**src/design/usd_pkg.sv**
```systemverilog
// ----------------------------------------------------------------------------
// Seconds-to-date package
// Field types, division constants and calendar helpers for the converter.
// ----------------------------------------------------------------------------
package usd_pkg;

    // Field types of the input and result words.
    typedef logic [31:0] stamp_t;
    typedef logic [11:0] year_t;
    typedef logic [3:0]  month_t;
    typedef logic [4:0]  mday_t;
    typedef logic [4:0]  hour_t;
    typedef logic [5:0]  minsec_t;
    typedef logic [2:0]  wday_t;

    // Internal types.
    typedef logic [15:0] dcount_t;
    typedef logic [8:0]  doy_t;
    typedef logic [16:0] sod_t;

    // Marker for an unsynchronized clock.
    localparam stamp_t INVALID_STAMP = 32'hFFFF_FFFF;

    // Seconds to days: 86400 = 128 * 675. Reciprocal of 675 rounded down,
    // so the quotient estimate is exact or one low.
    localparam int          SEC_SHIFT       = 7;
    localparam logic [9:0]  DAY_ODD         = 10'd675;
    localparam logic [31:0] DAY_RECIP       = 32'd3257812230;
    localparam int          DAY_RECIP_SHIFT = 41;

    // Hour: sod / 3600 = (sod >> 4) / 225, rounded-up reciprocal, exact here.
    localparam logic [12:0] HOUR_RECIP       = 13'd4661;
    localparam int          HOUR_RECIP_SHIFT = 20;
    localparam logic [11:0] SECS_PER_HOUR    = 12'd3600;

    // Minute: rem / 60 = (rem >> 2) / 15, rounded-up reciprocal, exact here.
    localparam logic [10:0] MIN_RECIP       = 11'd1093;
    localparam int          MIN_RECIP_SHIFT = 14;
    localparam logic [5:0]  SECS_PER_MIN    = 6'd60;

    // Weekday: (days + 4) mod 7; 1970-01-01 was a Thursday.
    localparam logic [2:0]  BASE_WEEKDAY     = 3'd4;
    localparam logic [16:0] WEEK_RECIP       = 17'd74899;
    localparam int          WEEK_RECIP_SHIFT = 19;
    localparam logic [2:0]  DAYS_PER_WEEK    = 3'd7;

    // Year: count days from 1968-01-01 in four-year cycles of 1461 days.
    // Dates from 2100-03-01 on get one extra day so that the missing
    // leap day of 2100 is stepped over.
    localparam year_t       CYCLE_BASE_YEAR   = 12'd1968;
    localparam dcount_t     DAYS_1968_TO_1970 = 16'd731;
    localparam dcount_t     MAR_2100_DAY      = 16'd47541;
    localparam logic [15:0] CYCLE_RECIP       = 16'd45934;
    localparam int          CYCLE_RECIP_SHIFT = 26;
    localparam logic [10:0] DAYS_PER_CYCLE    = 11'd1461;

    // Start of the second, third and fourth year within a four-year group.
    localparam logic [10:0] CYC_YEAR1 = 11'd366;
    localparam logic [10:0] CYC_YEAR2 = 11'd731;
    localparam logic [10:0] CYC_YEAR3 = 11'd1096;

    // Day of year on which a month starts, counted from zero.
    function automatic doy_t month_start(month_t m, logic leap);
        doy_t base;
        case (m)
            4'd1:    base = 9'd0;
            4'd2:    base = 9'd31;
            4'd3:    base = 9'd59;
            4'd4:    base = 9'd90;
            4'd5:    base = 9'd120;
            4'd6:    base = 9'd151;
            4'd7:    base = 9'd181;
            4'd8:    base = 9'd212;
            4'd9:    base = 9'd243;
            4'd10:   base = 9'd273;
            4'd11:   base = 9'd304;
            4'd12:   base = 9'd334;
            default: base = 9'd0;
        endcase
        if (leap && (m >= 4'd3))
        begin
            base = base + 9'd1;
        end
        return base;
    endfunction

    // Month that holds a given day of year; the compares are independent.
    function automatic month_t month_of(doy_t doy, logic leap);
        month_t m;
        m = 4'd1;
        for (int k = 2; k <= 12; k++)
        begin
            if (doy >= month_start(4'(k), leap))
            begin
                m = m + 4'd1;
            end
        end
        return m;
    endfunction

endpackage

```
**src/design/unix_seconds_to_date_unit.sv**
```systemverilog
// ----------------------------------------------------------------------------
// Seconds-to-date converter
// Throughput: one word per cycle while no stall backs up from the output; eight stages.
// A stall from the output backs up only through full stages; a bubble is squeezed out.
// Reset clears all valid bits; the payload registers are not reset.
// ----------------------------------------------------------------------------
module unix_seconds_to_date_unit (
    input  logic            clk,
    input  logic            rst_n,
    input  logic            in_valid,
    output logic            in_stall,
    input  usd_pkg::stamp_t epoch_seconds,
    output logic            out_valid,
    input  logic            out_stall,
    output usd_pkg::year_t  year,
    output usd_pkg::month_t month,
    output usd_pkg::mday_t  day,
    output usd_pkg::hour_t  hour,
    output usd_pkg::minsec_t minute,
    output usd_pkg::minsec_t second,
    output usd_pkg::wday_t  weekday
);
    import usd_pkg::*;

    // Pipeline control.
    logic [8:1] vld_reg;
    logic [8:1] vld_next;
    logic [8:1] stage_load;

    // Stage 1: day quotient product.
    logic [56:0] s1_prod_reg, s1_prod_next;
    logic [24:0] s1_x_reg;
    logic [6:0]  s1_lo_reg;
    logic        s1_inv_reg;

    // Stage 2: quotient estimate and remainder.
    dcount_t     s2_q_reg, s2_q_next;
    logic [10:0] s2_rem_reg, s2_rem_next;
    logic [6:0]  s2_lo_reg;
    logic        s2_inv_reg;
    logic [25:0] s2_qmul;
    logic [24:0] s2_diff;

    // Stage 3: corrected day count and second of day.
    dcount_t     s3_days_reg, s3_days_next;
    sod_t        s3_sod_reg, s3_sod_next;
    logic        s3_inv_reg;
    logic [10:0] s3_rem_fix;

    // Stage 4: products for hour, weekday and year.
    logic [25:0] s4_ph_reg, s4_ph_next;
    logic [32:0] s4_pw_reg, s4_pw_next;
    logic [31:0] s4_py_reg, s4_py_next;
    dcount_t     s4_dw_reg, s4_dw_next;
    dcount_t     s4_dc_reg, s4_dc_next;
    sod_t        s4_sod_reg;
    logic        s4_inv_reg;

    // Stage 5: hour, weekday, cycle and day within cycle.
    hour_t       s5_hour_reg, s5_hour_next;
    logic [11:0] s5_remh_reg, s5_remh_next;
    wday_t       s5_wd_reg, s5_wd_next;
    logic [5:0]  s5_yq_reg, s5_yq_next;
    logic [10:0] s5_yrem_reg, s5_yrem_next;
    logic        s5_inv_reg;
    logic [16:0] s5_hmul;
    logic [16:0] s5_hdiff;
    logic [15:0] s5_wmul;
    logic [15:0] s5_wdiff;
    logic [15:0] s5_ymul;
    logic [15:0] s5_ydiff;

    // Stage 6: minute product, year and day of year.
    logic [19:0] s6_pm_reg, s6_pm_next;
    year_t       s6_year_reg, s6_year_next;
    doy_t        s6_doy_reg, s6_doy_next;
    logic        s6_leap_reg, s6_leap_next;
    logic [1:0]  s6_yr;
    logic [10:0] s6_ydoy;
    logic [11:0] s6_remh_reg;
    hour_t       s6_hour_reg;
    wday_t       s6_wd_reg;
    logic        s6_inv_reg;

    // Stage 7: minute, second and month.
    minsec_t     s7_min_reg, s7_min_next;
    minsec_t     s7_sec_reg, s7_sec_next;
    month_t      s7_mon_reg, s7_mon_next;
    logic [11:0] s7_mmul;
    logic [11:0] s7_mdiff;
    year_t       s7_year_reg;
    doy_t        s7_doy_reg;
    logic        s7_leap_reg;
    hour_t       s7_hour_reg;
    wday_t       s7_wd_reg;
    logic        s7_inv_reg;

    // Stage 8: output word.
    year_t       out_year_reg, out_year_next;
    month_t      out_mon_reg, out_mon_next;
    mday_t       out_day_reg, out_day_next;
    hour_t       out_hour_reg, out_hour_next;
    minsec_t     out_min_reg, out_min_next;
    minsec_t     out_sec_reg, out_sec_next;
    wday_t       out_wd_reg, out_wd_next;
    doy_t        s8_mday0;

    // A stage loads when it is empty or the stage after it moves on.
    always_comb
    begin
        stage_load[8] = !vld_reg[8] || !out_stall;
        for (int k = 7; k >= 1; k--)
        begin
            stage_load[k] = !vld_reg[k] || stage_load[k + 1];
        end
    end

    assign vld_next = {vld_reg[7:1], in_valid};
    assign in_stall = !stage_load[1];

    always_ff @(posedge clk or negedge rst_n)
    begin
        if (!rst_n)
        begin
            vld_reg <= '0;
        end
        else
        begin
            for (int k = 1; k <= 8; k++)
            begin
                if (stage_load[k])
                begin
                    vld_reg[k] <= vld_next[k];
                end
            end
        end
    end

    // Stage 1: multiply the seconds over 128 by the reciprocal of 675.
    assign s1_prod_next = 57'(epoch_seconds[31:SEC_SHIFT]) * 57'(DAY_RECIP);

    // Stage 2: take the estimate and form the remainder against it.
    always_comb
    begin
        s2_q_next   = s1_prod_reg[56:DAY_RECIP_SHIFT];
        s2_qmul     = 26'(s2_q_next) * 26'(DAY_ODD);
        s2_diff     = s1_x_reg - s2_qmul[24:0];
        s2_rem_next = s2_diff[10:0];
    end

    // Stage 3: fix an estimate that came out one low.
    always_comb
    begin
        if (s2_rem_reg >= 11'(DAY_ODD))
        begin
            s3_days_next = s2_q_reg + 16'd1;
            s3_rem_fix   = s2_rem_reg - 11'(DAY_ODD);
        end
        else
        begin
            s3_days_next = s2_q_reg;
            s3_rem_fix   = s2_rem_reg;
        end
        s3_sod_next = {s3_rem_fix[9:0], s2_lo_reg};
    end

    // Stage 4: shifted day counts and the reciprocal products.
    always_comb
    begin
        s4_dw_next = s3_days_reg + 16'(BASE_WEEKDAY);
        s4_dc_next = s3_days_reg + DAYS_1968_TO_1970
                   + 16'(s3_days_reg >= MAR_2100_DAY);
        s4_pw_next = 33'(s4_dw_next) * 33'(WEEK_RECIP);
        s4_py_next = 32'(s4_dc_next) * 32'(CYCLE_RECIP);
        s4_ph_next = 26'(s3_sod_reg[16:4]) * 26'(HOUR_RECIP);
    end

    // Stage 5: quotients and their remainders.
    always_comb
    begin
        s5_hour_next = s4_ph_reg[24:HOUR_RECIP_SHIFT];
        s5_hmul      = 17'(s5_hour_next) * 17'(SECS_PER_HOUR);
        s5_hdiff     = s4_sod_reg - s5_hmul;
        s5_remh_next = s5_hdiff[11:0];

        s5_wmul    = 16'(s4_pw_reg[31:WEEK_RECIP_SHIFT]) * 16'(DAYS_PER_WEEK);
        s5_wdiff   = s4_dw_reg - s5_wmul;
        s5_wd_next = s5_wdiff[2:0];

        s5_yq_next   = s4_py_reg[31:CYCLE_RECIP_SHIFT];
        s5_ymul      = 16'(s5_yq_next) * 16'(DAYS_PER_CYCLE);
        s5_ydiff     = s4_dc_reg - s5_ymul;
        s5_yrem_next = s5_ydiff[10:0];
    end

    // Stage 6: minute product and the year within the four-year cycle.
    always_comb
    begin
        s6_pm_next = 20'(s5_remh_reg[11:2]) * 20'(MIN_RECIP);
        if (s5_yrem_reg < CYC_YEAR1)
        begin
            s6_yr   = 2'd0;
            s6_ydoy = s5_yrem_reg;
        end
        else if (s5_yrem_reg < CYC_YEAR2)
        begin
            s6_yr   = 2'd1;
            s6_ydoy = s5_yrem_reg - CYC_YEAR1;
        end
        else if (s5_yrem_reg < CYC_YEAR3)
        begin
            s6_yr   = 2'd2;
            s6_ydoy = s5_yrem_reg - CYC_YEAR2;
        end
        else
        begin
            s6_yr   = 2'd3;
            s6_ydoy = s5_yrem_reg - CYC_YEAR3;
        end
        s6_doy_next  = s6_ydoy[8:0];
        s6_leap_next = (s6_yr == 2'd0);
        s6_year_next = CYCLE_BASE_YEAR + 12'({s5_yq_reg, 2'b00}) + 12'(s6_yr);
    end

    // Stage 7: minute, second and month.
    always_comb
    begin
        s7_min_next = s6_pm_reg[19:MIN_RECIP_SHIFT];
        s7_mmul     = 12'(s7_min_next) * 12'(SECS_PER_MIN);
        s7_mdiff    = s6_remh_reg - s7_mmul;
        s7_sec_next = s7_mdiff[5:0];
        s7_mon_next = month_of(s6_doy_reg, s6_leap_reg);
    end

    // Stage 8: day of month; the invalid marker clears the whole word.
    always_comb
    begin
        s8_mday0 = s7_doy_reg - month_start(s7_mon_reg, s7_leap_reg);
        if (s7_inv_reg)
        begin
            out_year_next = '0;
            out_mon_next  = '0;
            out_day_next  = '0;
            out_hour_next = '0;
            out_min_next  = '0;
            out_sec_next  = '0;
            out_wd_next   = '0;
        end
        else
        begin
            out_year_next = s7_year_reg;
            out_mon_next  = s7_mon_reg;
            out_day_next  = s8_mday0[4:0] + 5'd1;
            out_hour_next = s7_hour_reg;
            out_min_next  = s7_min_reg;
            out_sec_next  = s7_sec_reg;
            out_wd_next   = s7_wd_reg;
        end
    end

    // Payload registers, each stage loading with its valid bit.
    always_ff @(posedge clk)
    begin
        if (stage_load[1])
        begin
            s1_prod_reg <= s1_prod_next;
            s1_x_reg    <= epoch_seconds[31:SEC_SHIFT];
            s1_lo_reg   <= epoch_seconds[SEC_SHIFT-1:0];
            s1_inv_reg  <= (epoch_seconds == INVALID_STAMP);
        end
        if (stage_load[2])
        begin
            s2_q_reg   <= s2_q_next;
            s2_rem_reg <= s2_rem_next;
            s2_lo_reg  <= s1_lo_reg;
            s2_inv_reg <= s1_inv_reg;
        end
        if (stage_load[3])
        begin
            s3_days_reg <= s3_days_next;
            s3_sod_reg  <= s3_sod_next;
            s3_inv_reg  <= s2_inv_reg;
        end
        if (stage_load[4])
        begin
            s4_ph_reg  <= s4_ph_next;
            s4_pw_reg  <= s4_pw_next;
            s4_py_reg  <= s4_py_next;
            s4_dw_reg  <= s4_dw_next;
            s4_dc_reg  <= s4_dc_next;
            s4_sod_reg <= s3_sod_reg;
            s4_inv_reg <= s3_inv_reg;
        end
        if (stage_load[5])
        begin
            s5_hour_reg <= s5_hour_next;
            s5_remh_reg <= s5_remh_next;
            s5_wd_reg   <= s5_wd_next;
            s5_yq_reg   <= s5_yq_next;
            s5_yrem_reg <= s5_yrem_next;
            s5_inv_reg  <= s4_inv_reg;
        end
        if (stage_load[6])
        begin
            s6_pm_reg   <= s6_pm_next;
            s6_year_reg <= s6_year_next;
            s6_doy_reg  <= s6_doy_next;
            s6_leap_reg <= s6_leap_next;
            s6_remh_reg <= s5_remh_reg;
            s6_hour_reg <= s5_hour_reg;
            s6_wd_reg   <= s5_wd_reg;
            s6_inv_reg  <= s5_inv_reg;
        end
        if (stage_load[7])
        begin
            s7_min_reg  <= s7_min_next;
            s7_sec_reg  <= s7_sec_next;
            s7_mon_reg  <= s7_mon_next;
            s7_year_reg <= s6_year_reg;
            s7_doy_reg  <= s6_doy_reg;
            s7_leap_reg <= s6_leap_reg;
            s7_hour_reg <= s6_hour_reg;
            s7_wd_reg   <= s6_wd_reg;
            s7_inv_reg  <= s6_inv_reg;
        end
        if (stage_load[8])
        begin
            out_year_reg <= out_year_next;
            out_mon_reg  <= out_mon_next;
            out_day_reg  <= out_day_next;
            out_hour_reg <= out_hour_next;
            out_min_reg  <= out_min_next;
            out_sec_reg  <= out_sec_next;
            out_wd_reg   <= out_wd_next;
        end
    end

    // Result word.
    assign out_valid = vld_reg[8];
    assign year      = out_year_reg;
    assign month     = out_mon_reg;
    assign day       = out_day_reg;
    assign hour      = out_hour_reg;
    assign minute    = out_min_reg;
    assign second    = out_sec_reg;
    assign weekday   = out_wd_reg;

endmodule

```
**config.mk**
```make
export PLATFORM = sky130hd
export DESIGN_NAME = unix_seconds_to_date_unit
export DESIGN_NICKNAME = d
export VERILOG_FILES = /design/src/design/usd_pkg.sv /design/src/design/unix_seconds_to_date_unit.sv
export SDC_FILE = /design/constraint.sdc
export NUM_CORES = 2
export LEC_CHECK = 0
export ABC_AREA = 1
export BUFFER_PORTS_ARGS = -buffer_cell sky130_fd_sc_hd__buf_2
export CAP_MARGIN = 10
export CORE_MARGIN = 1.5
export CORE_UTILIZATION = 25
export DETAILED_ROUTE_END_ITERATION = 10
export PLACE_DENSITY = 0.5
export SLEW_MARGIN = 25
export SYNTH_ARGS = -nofsm -noshare
export SYNTH_HDL_FRONTEND = slang
export SYNTH_SLANG_ARGS = --single-unit
```
**constraint.sdc**
```tcl
create_clock -name clk -period 11.17 [get_ports clk]
set_input_delay 1.117 -clock clk [delete_from_list [all_inputs] [get_ports clk]]
set_output_delay 1.117 -clock clk [all_outputs]
set_load 0.01 [all_outputs]
```
**Yosys cells after proc, flatten, opt, wreduce, memory -nomap -nowiden**

Memories as Yosys holds them, arrays and structs flattened. A register that Yosys moved wholly into a read port is not among the register bits.
Cells that the tools add are included.

- Multiplexer cells: 31
- $mul: 10
- Reduce and logical (&&, ||, !) cells: 20
- Equality and inequality tests: 1
- $lt $le $gt $ge: 17
- Add/subtract/negate cells: 28

Operators with widths:

| cell | number |
|---|---|
| 25-bit by 31-bit multiplier with 56-bit output (second input constant) | 1 |
| 4-bit 2-to-1 mux | 12 |
| 4-bit by 1-bit adder with 4-bit output (second input constant) | 10 |
| 9-bit by 8-bit greater-or-equal comparator with 1-bit output | 4 |
| 32-bit equality test (second input constant) | 1 |
| 16-bit by 17-bit multiplier with 32-bit output (second input constant) | 1 |
| 16-bit by 15-bit multiplier with 31-bit output (second input constant) | 1 |
| 9-bit greater-or-equal comparator | 3 |
| 9-bit 2-to-1 mux | 3 |
| 13-bit by 13-bit multiplier with 25-bit output (second input constant) | 1 |
| 11-bit subtractor | 2 |
| 10-bit by 11-bit multiplier with 20-bit output (second input constant) | 1 |
| 9-bit by 7-bit greater-or-equal comparator with 1-bit output | 2 |
| 16-bit by 1-bit adder with 16-bit output | 1 |
| 16-bit by 1-bit adder with 16-bit output (second input constant) | 1 |
| 16-bit by 10-bit adder with 16-bit output (second input constant) | 1 |
| 16-bit by 3-bit adder with 16-bit output (second input constant) | 1 |
| 16-bit greater-or-equal comparator (second input constant) | 1 |
| 16-bit by 10-bit multiplier with 11-bit output (second input constant) | 1 |
| 16-bit 2-to-1 mux | 1 |
| 13-bit by 3-bit multiplier with 3-bit output (second input constant) | 1 |
| 11-bit by 8-bit adder with 12-bit output (first input constant) | 1 |
| 12-bit by 2-bit adder with 12-bit output | 1 |
| 12-bit subtractor | 1 |
| other kinds (27) | 54 |

- Bits of input ports: 36
- Memory bits (read-only): 144
- Output and inout port bits: 43
- Bits in registers: 446
- Word-level logic and storage cells: 164
- Memories: 1

Memories:

| name | words | width | rd ports | clocked after Yosys merged registers in | wr ports | line | text |
|---|---|---|---|---|---|---|---|
| (name not given) | 16 | 9 | 1 | 1 | 0 | usd_pkg.sv:65 | `case (m)` |

**Depth between registers and ports, before layout**

- Depth in word-level cells: 23
- Depth in mapped cells: 43
- Gate-level depth less buffers: 43

**Worst setup path before layout**

No wires, ideal clock.

- Path type: input -> register
- From: in out_stall
- To: reg s1_inv_reg (enable)
- Path buffers: 0
- Setup slack: 2.290 ns
- Arrival time: 8.491 ns
- Cell stages on the path: 15
- Setup time: 0.390 ns
- Data required time: 10.780 ns
- Cells stage by stage: nand2_1 > nor2_1 > clkinv_1 > nor2_1 > inv_1 > nor2_1 > inv_1 > nor2_1 > inv_1 > nor2_1 > inv_1 > nor2_1 > inv_1 > nor2_1 > inv_1

- Longest elaborated chain between the ends: 9

Ends and longest elaborated chain:

| element | line | text |
|---|---|---|
| start: declaration | unix_seconds_to_date_unit.sv:14 | `input logic out_stall,` |
| 1-bit logical NOT | unix_seconds_to_date_unit.sv:111 | `stage_load[8] = !vld_reg[8] \|\| !out_stall;` |
| 1-bit logical OR | unix_seconds_to_date_unit.sv:111 |  |
| 1-bit logical OR (2 in a row) | unix_seconds_to_date_unit.sv:114 | `stage_load[k] = !vld_reg[k] \|\| stage_load[k + 1];` |
| via stage_load (one bit) | unix_seconds_to_date_unit.sv:28 | `logic [8:1] stage_load;` |
| 1-bit logical OR | unix_seconds_to_date_unit.sv:114 |  |
| via stage_load (one bit) | unix_seconds_to_date_unit.sv:28 |  |
| 1-bit logical OR | unix_seconds_to_date_unit.sv:114 |  |
| via stage_load (one bit) | unix_seconds_to_date_unit.sv:28 |  |
| 1-bit logical OR | unix_seconds_to_date_unit.sv:114 |  |
| via stage_load (one bit) | unix_seconds_to_date_unit.sv:28 |  |
| 1-bit logical OR | unix_seconds_to_date_unit.sv:114 |  |
| via stage_load (one bit) | unix_seconds_to_date_unit.sv:28 |  |
| 1-bit logical OR | unix_seconds_to_date_unit.sv:114 |  |
| end signal: assignment | unix_seconds_to_date_unit.sv:269 | `s1_inv_reg <= (epoch_seconds == INVALID_STAMP);` |
| end: declaration | unix_seconds_to_date_unit.sv:34 | `logic s1_inv_reg;` |

The timed path passes the listed nets, and every way through them passes these cells.
A chain may end at the register's enable or synchronous reset.

**Worst setup path after layout**

- From: reg s3_days_reg[2]
- To: reg s4_py_reg[31], data pin

- Longest elaborated chain between the ends: 3
- Elaborated cells between the ends (all ways): 4
- Classes of those cells: add/sub (2); mul (1); order compare (1)

Ends and longest elaborated chain:

| element | line | text |
|---|---|---|
| start: declaration | unix_seconds_to_date_unit.sv:45 | `dcount_t s3_days_reg, s3_days_next;` |
| start signal: assignment | unix_seconds_to_date_unit.sv:280 | `s3_days_reg <= s3_days_next;` |
| 16-bit by 10-bit adder with 16-bit output / 16-bit greater-or-equal comparator (equally long branches) | unix_seconds_to_date_unit.sv:171, unix_seconds_to_date_unit.sv:172 |  |
| 16-bit by 1-bit adder with 16-bit output (*) | unix_seconds_to_date_unit.sv:172 | `+ 16'(s3_days_reg >= MAR_2100_DAY);` |
| 16-bit by 15-bit multiplier with 31-bit output (*) | unix_seconds_to_date_unit.sv:174 | `s4_py_next = 32'(s4_dc_next) * 32'(CYCLE_RECIP);` |
| via s4_py_next[31] | unix_seconds_to_date_unit.sv:53 | `logic [31:0] s4_py_reg, s4_py_next;` |
| end signal: assignment | unix_seconds_to_date_unit.sv:288 | `s4_py_reg <= s4_py_next;` |
| end: declaration | unix_seconds_to_date_unit.sv:53 |  |

The timed path passes the listed nets; every way through them passes the cells marked *.

==> flow_metrics.py <==
metrics = {
    "global_routing": {
        "grt_max_degree": 50,
        "antenna_found_initial": 3,
        "first_global_vias": 25300,
        "overflow": 0,
        "grt_pass1_wl_um": 134000,
        "track_usage_pct": 11.0,
    },
    "sta": {
        "rsz0062_at_grt": "no",
        "fmax_ghz": 0.109,
        "finalClockSkew_ns": 0.0193,
        "setup_tns_ns": 0,
        "maxSlewHeadroom_pct": 35.7,
        "setup_viol": 0,
        "period_minus_slack_ns": 9.16,
        "fin_ws_ns": 2.01,
        "hold_violations": 0,
        "worstMarginPinSlew_ns": 0.962,
        "period_share_pct": 82.0,
        "slew_violations": 0,
    },
    "clock_network": {
        "cts_max_level": 2,
        "cts_setup_buffers": 0,
        "clock_sinks": 320,
        "cts_inserted_buffers": 39,
        "clkTransAtPathRegs_ns": 0.06,
        "cts_root_buf": "clkbuf_16",
        "cts.hold.buffers_added": 0,
        "cts_tree": "done",
        "clk_latency_ns": 0.56,
        "ctsResizeCount": 0,
        "clk_path_buf_depth": 3,
    },
    "die": {
        "boundaryPins": 79,
        "die_area_um2": 153000,
        "dieHeight_um": 391,
        "start_util_pct": 25.2,
        "core_area_um2": 150000,
        "std_cell_rows": 142,
        "die_x_um": 391,
    },
    "flow_run": {
        "maxCapViolCount": 0,
    },
    "worst_hold_path": {
        "hp-start": "s6_year_reg[10]",
        "hold_class": "flop to flop",
    },
    "drt": {
        "drc": 0,
        "drt_iter0_markers": 907,
        "wire_per_inst_um": 14.1,
        "ant_nets": 0,
        "firstDrtPassIters": 5,
        "wl_um": 82800,
        "drt-vias-per-instance": 4.10,
        "via_count": 24100,
    },
    "setup_path": {
        "r2r_setup_slack_ns": 2.01,
        "r2r_start": "s3_days_reg[2]",
        "critPathArrivalTime_ns": 9.45,
        "critPathLaunchType": "flop",
        "slowest_stage": "edfxtp_1",
        "crit_path_max_fanout": 12,
        "criticalPathCategory": "flop to flop",
        "end_kind": "flop",
        "crit_top_cell": "inv_1",
        "critPathLaunch": "s3_days_reg[2]",
        "cpPeakStageDelay_ns": 0.64,
        "cp_data_required_time_ns": 11.46,
    },
    "cells_and_area": {
        "finish.net_count": 5019,
        "num-fill-cells": 15800,
        "drive_above_1_share_pct": 6.05,
        "area_delta_synth_final_pct": 11.3,
        "largest_reg_flops": 17,
        "diodes": 0,
    },
    "synth": {
        "synth_area_um2": 37600,
        "ys_seq_area_share_pct": 25.3,
        "async_reset_ff_share_pct": 2.50,
        "synth.ff_latch_count": 320,
        "synthesis.nets": 4905,
        "syn_inst": 3709,
        "yosys.cell_types.count": 59,
        "synth_common_cells": "inv_1, ha_1, fa_1",
        "avgSynthCellArea_um2": 10.1,
        "synth_edf_count": 307,
        "synth_top_area_cell": "ha_1",
        "synthTopCellsByArea": "ha_1, edfxtp_1, fa_1, inv_1, nand2_1",
        "yosysMostFrequentCell": "inv_1",
        "ys.warnings.count": 0,
        "ys.flop_type": "edfxtp_1",
        "synth_top_area_share_pct": 25.1,
    },
    "place": {
        "hpwl_um": 70900,
        "numPortBuffers": 78,
        "gp_congestion": 0.898,
        "place_ws_ns": 1.95,
    },
    "status": {
        "status": "completed",
    },
}
==> final timing paths <==
path	end	depth (start not counted)
worst max-delay path	s4_py_reg[31]	39
worst min-delay path	s7_year_reg[10]	0
worst max register to register	s4_py_reg[31]	39
worst min register to register	s7_year_reg[10]	0
max in group asynchronous	vld_reg[1]	1
min in group asynchronous	vld_reg[8]	1
==> metal layers <==
| metal | global-route usage [%] | vias to the layer above | share of wire [%] |
|---|---|---|---|
| met5 | 0 | - | 0 |
| li1 | - | 12100 | - |
| met1 | 14.7 | 11600 | 47 |
| met3 | 1.05 | 72 | 3.1 |
| met4 | 1.85 | 0 | 1.4 |
| met2 | 19.5 | 343 | 48 |
==> per-stage QoR <==
step                      std cells  area (um^2)  util [%]  hold slack (ns)
after global placement         5798        40500      27.1            0.403
after CTS                      5868        41900      28.0            0.397
after detailed placement       5798        40500      27.1            0.405
after floorplan                3709        37600         -            0.400
after global routing           5868        41900      28.0            0.418
final                          5868        41900      28.0            0.410
==> layout by cell type (no fill, tap or decap), drive strengths merged, types with 3 or more instances in the layout <==
master	Yosys	layout
nand4	30	30
a211oi	8	8
a21o	15	15
nor4	10	10
inv	985	989
o21ai	91	91
and2	6	6
o211ai	8	8
clkinvlp	0	3
nand2	332	332
xnor2	57	57
a31oi	15	15
a221oi	3	3
dfxtp	5	5
nor2	198	198
fa	406	406
clkinv	2	15
clkbuf	10	43
dfrtp	8	8
ha	754	754
xor2	120	120
o21a	5	5
o21bai	15	15
nand3b	4	4
a21oi	163	163
buf	3	86
edfxtp	307	307
o31ai	6	6
bufinv	0	7
nor3	22	22
o2111ai	6	6
nor3b	3	3
nand3	84	84
or2	10	10
==> critical path, delay by kind of cell (launching register included) <==
kind	cells	cell delay [ns]
AO/OA/AOI/OAI	9	1.55
XOR/XNOR	2	0.73
adder cells (fa/ha/maj)	10	4.07
buffers and inverters	8	0.62
flip-flops	1	0.64
AND/OR/NAND/NOR	10	1.28
==> cell type report <==
type | count | area (um^2) | share of cell area, %
Multi-Input combinational cell | 2389 | 24300 | 58.1
Clock inverter | 27 | 354 | 0.845
Timing Repair Buffer | 86 | 450 | 1.07
Sequential cell | 320 | 9520 | 22.7
Inverter | 987 | 3710 | 8.84
Tap cell | 2016 | 2520 | 6.02
Clock buffer | 43 | 1000 | 2.39
==> cell families (layout without fill, tap and decap cells) <==
| family | count (synthesis) | after routing | share of synthesized area (%) |
|---|---|---|---|
| and+or+nand+nor | 702 | 702 | 8.54 |
| adders and majority gates | 1160 | 1160 | 46.7 |
| AOI/OAI and AO/OA | 348 | 348 | 5.31 |
| xor gates and xnor gates | 177 | 177 | 4.12 |
| DFF | 320 | 320 | 25.3 |
| muxes | 2 | 2 | 0.0598 |
| buffers and inverters | 1000 | 1143 | 10.0 |
Power is left out: the tool's default activity adds up to more than one toggle a clock period on the data nets, which glitch-free logic cannot reach.
